<file path="src/hdl/art_pkg.sv">
//------------------------------------------------------------------------------
// art_pkg
// shared types and codes for the allocation range table
//------------------------------------------------------------------------------
`default_nettype none

package art_pkg;

	localparam int OP_BITS     = 2;
	localparam int FIELD_ADDR  = 40;
	localparam int FIELD_LEN   = 32;
	localparam int STATUS_BITS = 2;

	localparam logic [OP_BITS-1:0] OP_ALLOC = 2'd0;
	localparam logic [OP_BITS-1:0] OP_FREE  = 2'd1;
	localparam logic [OP_BITS-1:0] OP_QUERY = 2'd2;

	localparam logic [STATUS_BITS-1:0] ST_OK      = 2'd0;
	localparam logic [STATUS_BITS-1:0] ST_OVERLAP = 2'd1;
	localparam logic [STATUS_BITS-1:0] ST_FULL    = 2'd2;
	localparam logic [STATUS_BITS-1:0] ST_ILLEGAL = 2'd3;

	// controller to datapath
	typedef struct packed {
		logic load;    // capture the item, restart the sweep
		logic scan;    // read one table entry
		logic finish;  // commit the table update and register the result
	} art_cmd_t;

	// datapath to controller
	typedef struct packed {
		logic last;    // read index is at the last entry
	} art_sts_t;

endpackage

`default_nettype wire

</file>
<file path="src/hdl/art_ctrl.sv">
//------------------------------------------------------------------------------
// art_ctrl
// sequencer: idle, sweep over the table, drain the read stage, finish
//------------------------------------------------------------------------------
`default_nettype none

module art_ctrl
	import art_pkg::*;
(
	input  wire logic     clk,
	input  wire logic     arst_n,
	input  wire logic     start,
	output logic          busy,
	output art_cmd_t      cmd,
	input  wire art_sts_t sts
);

	localparam logic [1:0] S_IDLE   = 2'd0;
	localparam logic [1:0] S_SCAN   = 2'd1;
	localparam logic [1:0] S_DRAIN  = 2'd2;
	localparam logic [1:0] S_FINISH = 2'd3;

	logic [1:0] state_q;
	logic [1:0] state_d;

	always_comb begin
		state_d    = state_q;
		cmd.load   = 1'b0;
		cmd.scan   = 1'b0;
		cmd.finish = 1'b0;
		unique case (state_q)
			S_IDLE: begin
				if (start) begin
					cmd.load = 1'b1;
					state_d  = S_SCAN;
				end
			end
			S_SCAN: begin
				cmd.scan = 1'b1;
				if (sts.last) begin
					state_d = S_DRAIN;
				end
			end
			S_DRAIN: begin
				state_d = S_FINISH;
			end
			S_FINISH: begin
				cmd.finish = 1'b1;
				state_d    = S_IDLE;
			end
			default: begin
				state_d = S_IDLE;
			end
		endcase
	end

	always_ff @(posedge clk or negedge arst_n) begin
		if (!arst_n) begin
			state_q <= S_IDLE;
		end else begin
			state_q <= state_d;
		end
	end

	assign busy = (state_q != S_IDLE);

	a_finish_after_drain: assert property (@(posedge clk) disable iff (!arst_n)
		state_q == S_DRAIN |=> state_q == S_FINISH)
		else $error("finish did not follow drain");

	a_scan_after_load: assert property (@(posedge clk) disable iff (!arst_n)
		cmd.load |=> state_q == S_SCAN && busy)
		else $error("accepted item did not start a sweep");

	a_idle_after_finish: assert property (@(posedge clk) disable iff (!arst_n)
		cmd.finish |=> !busy)
		else $error("controller stayed busy after finish");

endmodule

`default_nettype wire

</file>
<file path="src/hdl/art_dp.sv">
//------------------------------------------------------------------------------
// art_dp
// range table storage, per-entry compare unit and result register
//------------------------------------------------------------------------------
`default_nettype none

module art_dp
	import art_pkg::*;
#(
	parameter int TABLE_ENTRIES = 16,
	parameter int ADDR_BITS     = 40
) (
	input  wire logic                   clk,
	input  wire logic                   arst_n,
	input  wire art_cmd_t               cmd,
	output art_sts_t                    sts,
	input  wire logic                   enable,
	input  wire logic [OP_BITS-1:0]     op,
	input  wire logic [FIELD_ADDR-1:0]  address,
	input  wire logic [FIELD_LEN-1:0]   length,
	output logic                        done,
	output logic [STATUS_BITS-1:0]      status,
	output logic                        hit,
	output logic [FIELD_ADDR-1:0]       range_base,
	output logic [FIELD_LEN-1:0]        range_length
);

	localparam int AW = (ADDR_BITS < FIELD_ADDR) ? ADDR_BITS : FIELD_ADDR;
	localparam int CW = (AW > FIELD_LEN) ? AW : FIELD_LEN;
	localparam int IW = (TABLE_ENTRIES > 1) ? $clog2(TABLE_ENTRIES) : 1;
	localparam int EW = AW + FIELD_LEN;

	// captured item
	logic [OP_BITS-1:0]   op_q;
	logic [AW-1:0]        addr_q;
	logic [FIELD_LEN-1:0] len_in_q;

	// table
	logic [EW-1:0]            mem_q [TABLE_ENTRIES];
	logic [TABLE_ENTRIES-1:0] valid_q;

	// read stage
	logic [IW-1:0] rd_idx_q;
	logic [EW-1:0] rd_data_s1;
	logic [IW-1:0] idx_s1;
	logic          vld_s1;
	logic          eval_s1;

	// sweep findings
	logic                 clash_q;
	logic                 slot_found_q;
	logic [IW-1:0]        slot_q;
	logic                 match_q;
	logic [IW-1:0]        match_idx_q;
	logic [AW-1:0]        match_base_q;
	logic [FIELD_LEN-1:0] match_len_q;

	// result register
	logic                   done_q;
	logic [STATUS_BITS-1:0] res_status_q;
	logic                   res_hit_q;
	logic [FIELD_ADDR-1:0]  res_base_q;
	logic [FIELD_LEN-1:0]   res_len_q;

	logic [AW-1:0]        ent_base;
	logic [FIELD_LEN-1:0] ent_len;
	logic                 a_ge_b;
	logic [AW-1:0]        diff_ab;
	logic [AW-1:0]        diff_ba;
	logic [FIELD_LEN-1:0] ent_span;
	logic [FIELD_LEN-1:0] new_span;
	logic                 overlap;
	logic                 holds;
	logic                 cond;

	assign sts.last = (rd_idx_q == IW'(TABLE_ENTRIES - 1));

	// one entry compared per cycle, without wrap past the address space
	assign ent_base = rd_data_s1[EW-1:FIELD_LEN];
	assign ent_len  = rd_data_s1[FIELD_LEN-1:0];
	assign a_ge_b   = (addr_q >= ent_base);
	assign diff_ab  = addr_q - ent_base;
	assign diff_ba  = ent_base - addr_q;
	assign ent_span = (ent_len == '0) ? FIELD_LEN'(1) : ent_len;
	assign new_span = (len_in_q == '0) ? FIELD_LEN'(1) : len_in_q;
	assign overlap  = a_ge_b ? (CW'(diff_ab) < CW'(ent_span))
	                         : (CW'(diff_ba) < CW'(new_span));
	assign holds    = (ent_len == '0) ? (addr_q == ent_base)
	                                  : (a_ge_b && (CW'(diff_ab) < CW'(ent_len)));

	always_comb begin
		case (op_q)
			OP_FREE:  cond = (addr_q == ent_base);
			OP_QUERY: cond = holds;
			default:  cond = 1'b0;
		endcase
	end

	always_ff @(posedge clk) begin
		if (cmd.load) begin
			op_q     <= op;
			addr_q   <= address[AW-1:0];
			len_in_q <= length;
		end
	end

	always_ff @(posedge clk) begin
		if (cmd.scan) begin
			rd_data_s1 <= mem_q[rd_idx_q];
		end
		if (cmd.finish && enable && op_q == OP_ALLOC && !clash_q && slot_found_q) begin
			mem_q[slot_q] <= {addr_q, len_in_q};
		end
	end

	always_ff @(posedge clk) begin
		if (cmd.scan) begin
			idx_s1 <= rd_idx_q;
			vld_s1 <= valid_q[rd_idx_q];
		end
		if (eval_s1) begin
			if (!vld_s1 && !slot_found_q) begin
				slot_q <= idx_s1;
			end
			if (vld_s1 && cond && !match_q) begin
				match_idx_q  <= idx_s1;
				match_base_q <= ent_base;
				match_len_q  <= ent_len;
			end
		end
		if (cmd.finish) begin
			res_status_q <= ST_OK;
			res_hit_q    <= 1'b0;
			res_base_q   <= '0;
			res_len_q    <= '0;
			if (enable) begin
				case (op_q)
					OP_ALLOC: begin
						if (clash_q) begin
							res_status_q <= ST_OVERLAP;
						end else if (!slot_found_q) begin
							res_status_q <= ST_FULL;
						end
					end
					OP_FREE: begin
						if (match_q) begin
							res_hit_q  <= 1'b1;
							res_base_q <= FIELD_ADDR'(match_base_q);
							res_len_q  <= match_len_q;
						end else begin
							res_status_q <= ST_ILLEGAL;
						end
					end
					OP_QUERY: begin
						if (match_q) begin
							res_hit_q  <= 1'b1;
							res_base_q <= FIELD_ADDR'(match_base_q);
							res_len_q  <= match_len_q;
						end
					end
					default: begin
						res_status_q <= ST_OK;
					end
				endcase
			end
		end
	end

	always_ff @(posedge clk or negedge arst_n) begin
		if (!arst_n) begin
			valid_q      <= '0;
			rd_idx_q     <= '0;
			eval_s1      <= 1'b0;
			clash_q      <= 1'b0;
			slot_found_q <= 1'b0;
			match_q      <= 1'b0;
			done_q       <= 1'b0;
		end else begin
			eval_s1 <= cmd.scan;
			done_q  <= cmd.finish;
			if (cmd.load) begin
				rd_idx_q     <= '0;
				clash_q      <= 1'b0;
				slot_found_q <= 1'b0;
				match_q      <= 1'b0;
			end else if (cmd.scan && !sts.last) begin
				rd_idx_q <= rd_idx_q + IW'(1);
			end
			if (eval_s1) begin
				if (!vld_s1) begin
					slot_found_q <= 1'b1;
				end
				if (vld_s1 && overlap) begin
					clash_q <= 1'b1;
				end
				if (vld_s1 && cond) begin
					match_q <= 1'b1;
				end
			end
			if (cmd.finish && enable) begin
				if (op_q == OP_ALLOC && !clash_q && slot_found_q) begin
					valid_q[slot_q] <= 1'b1;
				end else if (op_q == OP_FREE && match_q) begin
					valid_q[match_idx_q] <= 1'b0;
				end
			end
		end
	end

	assign done         = done_q;
	assign status       = res_status_q;
	assign hit          = res_hit_q;
	assign range_base   = res_base_q;
	assign range_length = res_len_q;

	a_hit_is_ok: assert property (@(posedge clk) disable iff (!arst_n)
		done && hit |-> status == ST_OK)
		else $error("hit reported with an error status");

	a_miss_zero: assert property (@(posedge clk) disable iff (!arst_n)
		done && !hit |-> range_base == '0 && range_length == '0)
		else $error("miss carries nonzero range fields");

	a_free_clears: assert property (@(posedge clk) disable iff (!arst_n)
		done && hit && op_q == OP_FREE |->
		$countones(valid_q) + 1 == $countones($past(valid_q)))
		else $error("free hit did not remove exactly one entry");

	a_alloc_adds: assert property (@(posedge clk) disable iff (!arst_n)
		done && op_q == OP_ALLOC && status == ST_OK && $past(enable) |->
		$countones(valid_q) == $countones($past(valid_q)) + 1)
		else $error("accepted allocation did not add exactly one entry");

endmodule

`default_nettype wire

</file>
<file path="src/hdl/allocation_range_table_top.sv">
//------------------------------------------------------------------------------
// allocation_range_table_top
// table of allocated device address ranges: record, free and look up
//------------------------------------------------------------------------------
// channel   | handshake              | payload
// item in   | start & !busy          | op, address, length
// result    | done (one cycle)       | status, hit, range_base, range_length
// config    | cfg_valid & cfg_ready  | cfg_data (recording_enable)
//
// done rises in the same cycle that busy falls. the sweep reads one table entry
// per cycle from the single read port and compares it.
// reset clears all entry valid bits and recording_enable; no clearing pass.
// done is held for exactly one cycle and cannot be stalled; a new item may be
// started in the cycle that done is high.
//------------------------------------------------------------------------------
`default_nettype none

module allocation_range_table_top
	import art_pkg::*;
#(
	parameter int TABLE_ENTRIES = 16,
	parameter int ADDR_BITS     = 40
) (
	input  wire logic                   clk,
	input  wire logic                   arst_n,
	input  wire logic                   start,
	output logic                        busy,
	input  wire logic [OP_BITS-1:0]     op,
	input  wire logic [FIELD_ADDR-1:0]  address,
	input  wire logic [FIELD_LEN-1:0]   length,
	input  wire logic                   cfg_valid,
	output logic                        cfg_ready,
	input  wire logic                   cfg_data,
	output logic                        done,
	output logic [STATUS_BITS-1:0]      status,
	output logic                        hit,
	output logic [FIELD_ADDR-1:0]       range_base,
	output logic [FIELD_LEN-1:0]        range_length
);

	art_cmd_t cmd;
	art_sts_t sts;
	logic     enable_q;

	assign cfg_ready = 1'b1;

	always_ff @(posedge clk or negedge arst_n) begin
		if (!arst_n) begin
			enable_q <= 1'b0;
		end else if (cfg_valid && cfg_ready) begin
			enable_q <= cfg_data;
		end
	end

	art_ctrl u_ctrl (
		.clk    (clk),
		.arst_n (arst_n),
		.start  (start),
		.busy   (busy),
		.cmd    (cmd),
		.sts    (sts)
	);

	art_dp #(
		.TABLE_ENTRIES (TABLE_ENTRIES),
		.ADDR_BITS     (ADDR_BITS)
	) u_dp (
		.clk          (clk),
		.arst_n       (arst_n),
		.cmd          (cmd),
		.sts          (sts),
		.enable       (enable_q),
		.op           (op),
		.address      (address),
		.length       (length),
		.done         (done),
		.status       (status),
		.hit          (hit),
		.range_base   (range_base),
		.range_length (range_length)
	);

endmodule

`default_nettype wire
</file>
<file path="config.mk">
export PLATFORM = sky130hd
export DESIGN_NAME = allocation_range_table_top
export DESIGN_NICKNAME = d
export VERILOG_FILES = /design/src/hdl/art_pkg.sv /design/src/hdl/art_ctrl.sv /design/src/hdl/art_dp.sv /design/src/hdl/allocation_range_table_top.sv
export SDC_FILE = /design/constraint.sdc
export NUM_CORES = 2
export LEC_CHECK = 0
export ABC_AREA = 1
export BUFFER_PORTS_ARGS = -buffer_cell sky130_fd_sc_hd__buf_4
export CAP_MARGIN = 20
export CORE_MARGIN = 1.5
export CORE_UTILIZATION = 24
export DETAILED_ROUTE_END_ITERATION = 8
export PLACE_DENSITY_LB_ADDON = 0.2
export SLEW_MARGIN = 25
export SYNTH_ARGS = -nofsm -noshare
export SYNTH_HDL_FRONTEND = slang
export SYNTH_SLANG_ARGS = --single-unit
</file>
<file path="constraint.sdc">
create_clock -name clk -period 11.4 [get_ports clk]
set_input_delay 0.57 -clock clk [delete_from_list [all_inputs] [get_ports clk]]
set_output_delay 0.57 -clock clk [all_outputs]
set_load 0.05 [all_outputs]
</file>
== Word-level counts from Yosys, hierarchy flattened ==
Memories as Yosys holds them, arrays and structs flattened. A register that Yosys moved wholly into a read port is not among the register bits.
Cells that the tools add are included.
Storage, ports and cells
  memory bits (writable): 1152
  bits in registers: 262
  input bits: 79
  logic and storage cells: 119
  output and inout bits: 78
  memories kept: 1
Memories
  u_dp.mem_q: words 16, bits a word 72, read ports 1, clocked after Yosys merged registers in 1, wr ports 1, RTL line art_dp.sv:39  | logic [EW-1:0] mem_q [TABLE_ENTRIES];
Cells by class
  eq/ne operators: 9
  mux-type cells: 38
  bitwise logic cells: 3
  $add $sub $neg: 3
  reduce and logical (&&, ||, !) cells: 34
  magnitude comparators: 9
Operator list (number)
  < comparator 40 x 32 -> 1 bit: 3
  subtractor 40 bit: 2
  logical NOT 32 bit: 2
  two-way mux 32 bit: 2
  == test 40 bit: 1
  greater-or-equal comparator 40 bit: 1
  two-way mux 16 bit: 2
  two-way mux 1 bit: 21
  bitwise AND 16 bit: 1
  NOT 16 bit: 1
  bitwise OR 16 bit: 1
  logical AND 1 bit: 15
  < comparator 4 x 5 -> 1 bit (second input constant): 3
  two-way mux 2 bit: 5
  AND reduction 2 bit: 5
  demux 1 bit (select 4 bit): 2
  greater-or-equal comparator 4 x 1 -> 1 bit (second input constant): 2
  two-way mux 4 bit: 2
  one-hot mux 2 bit (4 select lines): 1
  == test 2 bit (second input constant): 3
  nonzero test 2 bit: 3
  logical NOT 1 bit: 5
  adder 4 x 1 -> 4 bit (second input constant): 1
  binary-select mux 1 bit (select 4 bit): 1
  other kinds (8): 11

== Depth between registers and ports, before layout ==
  depth in word-level cells: 8
  gate-level depth with buffers: 28
  depth with buffers taken out: 27

== Hierarchy ==
From an unflattened synthesis, not the netlist that was laid out.
Second synthesis, totals
  cell total of the unflattened synthesis: 5333
  area total of the unflattened synthesis: 64226.6 um2
By module, submodules not included
  art_dp: times used 1, area an instance 63983.9 um2, cells each 5300, seq. area each 44407.6 um2
  art_ctrl: times used 1, area an instance 191.4 um2, cells each 26, seq. area each 50.0 um2
  allocation_range_table_top: times used 1, area an instance 51.3 um2, cells each 7, seq. area each 25.0 um2

== Worst setup path after synthesis ==
OpenSTA, ideal clock, no wires.
  path type: register to register
  start: reg u_ctrl.state_q[0]
  end: mem u_dp.mem_q[14][0] (netlist name), enable pin
  period minus slack after synthesis: 8.412 ns
  path buffers: 1
  data required time: 10.809 ns
  arrival time: 7.821 ns
  slack: 2.988 ns
  library setup time: 0.591 ns
  stages on the path, launching flop included: 7
  path through: dfrtp_1 ha_1 nand2_1 nor2_1 inv_1 clkbuf_1 nor3_1
RTL lines
  start: declaration: RTL line art_ctrl.sv:23  | logic [1:0] state_q;
  start signal: assignment: RTL line art_ctrl.sv:61  | state_q <= state_d;
  end: declaration: RTL line art_dp.sv:39

== Final worst setup path ==
  start: reg u_dp.addr_q[19]
  end: reg u_dp.match_base_q[31], enable pin
Between the ends
  word-level cells in the longest chain between the ends: 8
  elaborated cells on any way between the ends: 10
  those cells by class: add/sub (1); order compare (2); eq/ne (1); mux (2); reduce/logical (4)
RTL lines
  start: declaration: RTL line art_dp.sv:35  | logic [AW-1:0] addr_q;
  start signal: assignment: RTL line art_dp.sv:102  | addr_q <= address[AW-1:0];
  subtractor 40 bit: RTL line art_dp.sv:82  | assign diff_ab = addr_q - ent_base;
  < comparator 40 x 32 -> 1 bit: RTL line art_dp.sv:89  | : (a_ge_b && (CW'(diff_ab) < CW'(ent_len)));
  logical AND 1 bit: RTL line art_dp.sv:89
  two-way mux 1 bit: RTL line art_dp.sv:88  | assign holds = (ent_len == '0) ? (addr_q == ent_base)
  one-hot mux 1 bit (2 select lines) (*): RTL line art_dp.sv:92  | case (op_q)
  logical AND 1 bit (*) (2 in a row): RTL line art_dp.sv:125  | if (vld_s1 && cond && !match_q) begin
  AND reduction 2 bit (no source line) (*)
  end signal: assignment: RTL line art_dp.sv:127  | match_base_q <= ent_base;
  end: declaration: RTL line art_dp.sv:55  | logic [AW-1:0] match_base_q;
Every way passes the cells marked *; elsewhere a longest branch is shown, timed or not.
A chain may end at the register's enable or synchronous reset.

==> impl_metrics.sql <==
INSERT INTO impl_metrics (metric_group, metric, value, unit) VALUES
('flow_run', 'max_cap_violations', '0', ''),
('routing', 'routedWlPerCell', '23.35', 'µm'),
('synthesis', 'synth-main-ff-cell', 'sky130_fd_sc_hd__edfxtp_1', ''),
('synthesis', 'yosys_register_bits', '1486', ''),
('clocking', 'cts_tree', 'done', ''),
('global_route', 'top_usage_layer', 'met2', ''),
('finish', 'finish.net_count', '5824', ''),
('die', 'design.core.area', '264600', 'µm²'),
('synthesis', 'netlist_area', '63740', 'µm²'),
('global_route', 'overflow', '0', ''),
('worst_setup_path', 'critPathLaunchType', 'flop', ''),
('synthesis', 'synth-warning-count', '0', ''),
('clocking', 'cts_buffers', '169', ''),
('synthesis', 'synth_cell_types', '48', ''),
('timing', 'final_max_slew_viol_count', '0', ''),
('min_path', 'hold-path-endpoint', 'u_ctrl.state_q[1]$_DFFE_PN0P_', ''),
('min_path', 'hold_path.startpoint', 'start', ''),
('die', 'chipWidth', '518.3', 'µm'),
('timing', 'setup_repair_after_global_routing_missed_its_margin', 'false', ''),
('status', 'run_status', 'finished, final reports clean', ''),
('clocking', 'cts_root_buffer', 'sky130_fd_sc_hd__clkbuf_16', ''),
('routing', 'routed_via_density', '4.575', ''),
('placed_design', 'dp_cells', '8847', ''),
('finish', 'utilization', '0.2854', ''),
('global_route', 'grt_max_degree', '205', ''),
('power_and_ir_drop', 'cellLeakagePower', '0.02670', 'µW'),
('timing', 'timing.slew.headroom', '0.1911', ''),
('global_route', 'groute.usage.overall', '0.1569', ''),
('placed_design', 'gpl.final_weighted_congestion', '0.9290', ''),
('global_route', 'groute.layer.met2.usage', '0.2402', ''),
('worst_setup_path', 'worst-r2r-cell-count', '22', ''),
('clocking', 'clock_tree.buffer_depth', '3', ''),
('min_path', 'hold_path.class', 'input pin to flop', ''),
('routing', 'drc_errors', '0', ''),
('power_and_ir_drop', 'worst_ir_drop_vdd', '0.2066', 'mV'),
('global_route', 'via_count_of_the_first_global_routing_pass', '41090', ''),
('synthesis', 'yosysSeqAreaShare', '0.6979', ''),
('timing', 'tns', '0', 'ps'),
('finish', 'post_layout_nonfiller_instances', '9239', ''),
('die', 'initial_utilization', '0.2409', ''),
('clocking', 'cts.sink_count', '1486', ''),
('routing', 'route.antenna.remaining_nets', '0', ''),
('placed_design', 'place_hpwl', '133.0', 'mm'),
('clocking', 'cts.htree.levels', '4', ''),
('clocking', 'buffers_inserted_by_post_cts_timing_repair', '0', ''),
('global_route', 'met3_usage', '0.02784', ''),
('timing', 'worst_clock_skew', '61.62', 'ps'),
('finish', 'most_frequent_cells_in_the_layout', '1,458 x sky130_fd_sc_hd__edfxtp_1, 788 x sky130_fd_sc_hd__nor2_1, 628 x sky130_fd_sc_hd__o21ai_0', ''),
('die', 'die_height', '518.3', 'µm'),
('placed_design', 'io_buffers', '155', ''),
('routing', 'via_count', '42260', ''),
('global_route', 'grt_first_pass_wirelength', '305.4', 'mm'),
('timing', 'final_period_minus_worst_setup_slack', '6101', 'ps'),
('die', 'die_area', '268700', 'µm²'),
('synthesis', 'synth-async-reset-ratio', '0.01884', ''),
('clocking', 'worstSkewPairLatency', '850', 'ps'),
('timing', 'fmax', '0.1639', 'GHz'),
('die', 'placement_rows', '189', ''),
('power_and_ir_drop', 'power.density', '263.3', 'nW/µm²'),
('routing', 'routed_wl', '215.7', 'mm'),
('timing', 'fin_crit_sh', '0.5352', ''),
('worst_setup_path', 'worst-path-max-fanout', '56', ''),
('die', 'floorplan.io_pins', '157', ''),
('synthesis', 'synth.net_count', '5581', ''),
('synthesis', 'synthCells', '5319', ''),
('worst_setup_path', 'end_kind', 'flop', ''),
('worst_setup_path', 'worstReg2RegEnd', 'u_dp.match_base_q[31]$_DFFE_PP_', ''),
('worst_setup_path', 'reg2reg_slack', '5300', 'ps'),
('synthesis', 'synth_enable_flop_cells', '1458', ''),
('synthesis', 'syn_area_per_cell', '11.98', 'µm²'),
('clocking', 'cts.reportedPaths.clkPinSlew', '60', 'ps');
through the flow:
| stage | worst slack [ps] | area [µm²] | hold slack [ps] |
|---|---|---|---|
| finish | 5299 | 75530 | 171.3 |
| global route | 4813 | 75530 | 167.6 |
| CTS | 5198 | 75520 | 86.94 |
| detailed placement | 5203 | 69260 | 433.2 |
| global placement | 5166 | 69240 | 427.1 |
| floorplan | 2988 | 63740 | 274.4 |
kinds of logic after synthesis:
logic type	count (synthesis)	share of synthesized area
other cells	1	0.00005883
flops	1486	0.6979
compound gates	1170	0.1055
simple gates	1698	0.1085
fa+ha+maj	183	0.03616
buf+inv	720	0.04354
xor+xnor	61	0.008382
cells in the mapped netlist, drive strengths merged (12+ instances only):
cell type	instances	share of area
edfxtp	1458	0.69
nor2	834	0.051
nand2	634	0.039
o21ai	630	0.049
inv	456	0.027
clkbuf	227	0.013
ha	181	0.036
nand3	178	0.014
o22ai	173	0.017
a21oi	167	0.013
o221ai	120	0.016
xor2	50	0.0069
buf	36	0.0032
nor3	31	0.0024
o211ai	31	0.0037
dfrtp	28	0.011
nand4	13	0.0013
o21bai	13	0.0015
a31oi	12	0.0012
flip-flops by register name (all words and copies together), names as in the netlist, 4 cells and up:
| name | flops |
|---|---|
| u_dp.mem_q | 1152 |
| u_dp.rd_data_s1 | 72 |
| u_dp.addr_q | 40 |
| u_dp.match_base_q | 40 |
| u_dp.range_base | 40 |
| u_dp.len_in_q | 32 |
| u_dp.match_len_q | 32 |
| u_dp.range_length | 32 |
| u_dp.valid_q | 16 |
| u_dp.idx_s1 | 4 |
| u_dp.match_idx_q | 4 |
| u_dp.rd_idx_q | 4 |
| u_dp.slot_q | 4 |
routing by layer:
metal | vias up | part of all wire
met2 | 1259 | 0.44
met5 | - | 0.00025
met3 | 258 | 0.059
met1 | 21270 | 0.48
met4 | 8 | 0.021
li1 | 19470 | -
layout make-up:
type | instances | area [µm²] | share of cell area
Sequential cell | 1486 | 44490 | 0.5891
Multi-Input combinational cell | 3113 | 16600 | 0.2198
Clock buffer | 215 | 4444 | 0.05884
Tap cell | 3533 | 4420 | 0.05852
Timing Repair Buffer | 335 | 2770 | 0.03667
Inverter | 457 | 1740 | 0.02304
Clock inverter | 93 | 1045 | 0.01383
Antenna cell | 7 | 17.52 | 0.0002319
how the worst max path moves through the flow:
stage,slack [ps],to,cells after the start,from
global route,4810,u_dp.match_base_q[37]$_DFFE_PP_,22,u_dp.addr_q[19]$_DFFE_PP_
detailed placement,5200,u_dp.match_base_q[28]$_DFFE_PP_,22,u_dp.addr_q[19]$_DFFE_PP_
finish,5300,u_dp.match_base_q[31]$_DFFE_PP_,22,u_dp.addr_q[19]$_DFFE_PP_
CTS,5200,u_dp.match_len_q[12]$_DFFE_PP_,22,u_dp.addr_q[19]$_DFFE_PP_
global placement,5170,u_dp.match_base_q[24]$_DFFE_PP_,24,u_dp.addr_q[11]$_DFFE_PP_
floorplan,2990,u_dp.mem_q[14][0]$_DFFE_PP_,6,u_ctrl.state_q[0]$_DFFE_PN0P_
worst max-delay path, stage by stage, from the launching register on:
cell	delay [ps]
sky130_fd_sc_hd__edfxtp_1	670
sky130_fd_sc_hd__ha_1	570
sky130_fd_sc_hd__nand2_2	130
sky130_fd_sc_hd__nor2_1	320
sky130_fd_sc_hd__nand2_1	130
sky130_fd_sc_hd__nor2_1	210
sky130_fd_sc_hd__a21oi_1	190
sky130_fd_sc_hd__o211ai_1	250
sky130_fd_sc_hd__xor2_1	290
sky130_fd_sc_hd__inv_1	120
sky130_fd_sc_hd__ha_1	300
sky130_fd_sc_hd__a21oi_1	130
sky130_fd_sc_hd__nor2_1	50
sky130_fd_sc_hd__nor4_1	260
sky130_fd_sc_hd__nand2_1	80
sky130_fd_sc_hd__nor2_1	130
sky130_fd_sc_hd__nand3_1	90
sky130_fd_sc_hd__nand2_1	70
sky130_fd_sc_hd__nand2_1	40
sky130_fd_sc_hd__nand2_1	70
sky130_fd_sc_hd__nand2_2	70
sky130_fd_sc_hd__nor2_4	610
sky130_fd_sc_hd__buf_4	910
power breakdown:
part	switching, µW	internal, µW	leakage [µW]
Sequential	534	6620	0.0136
Clock	2300	3120	0.00266
Combinational	5210	2110	0.0105
Total	8040	11800	0.0267
Power figures use the tool's default switching activity.
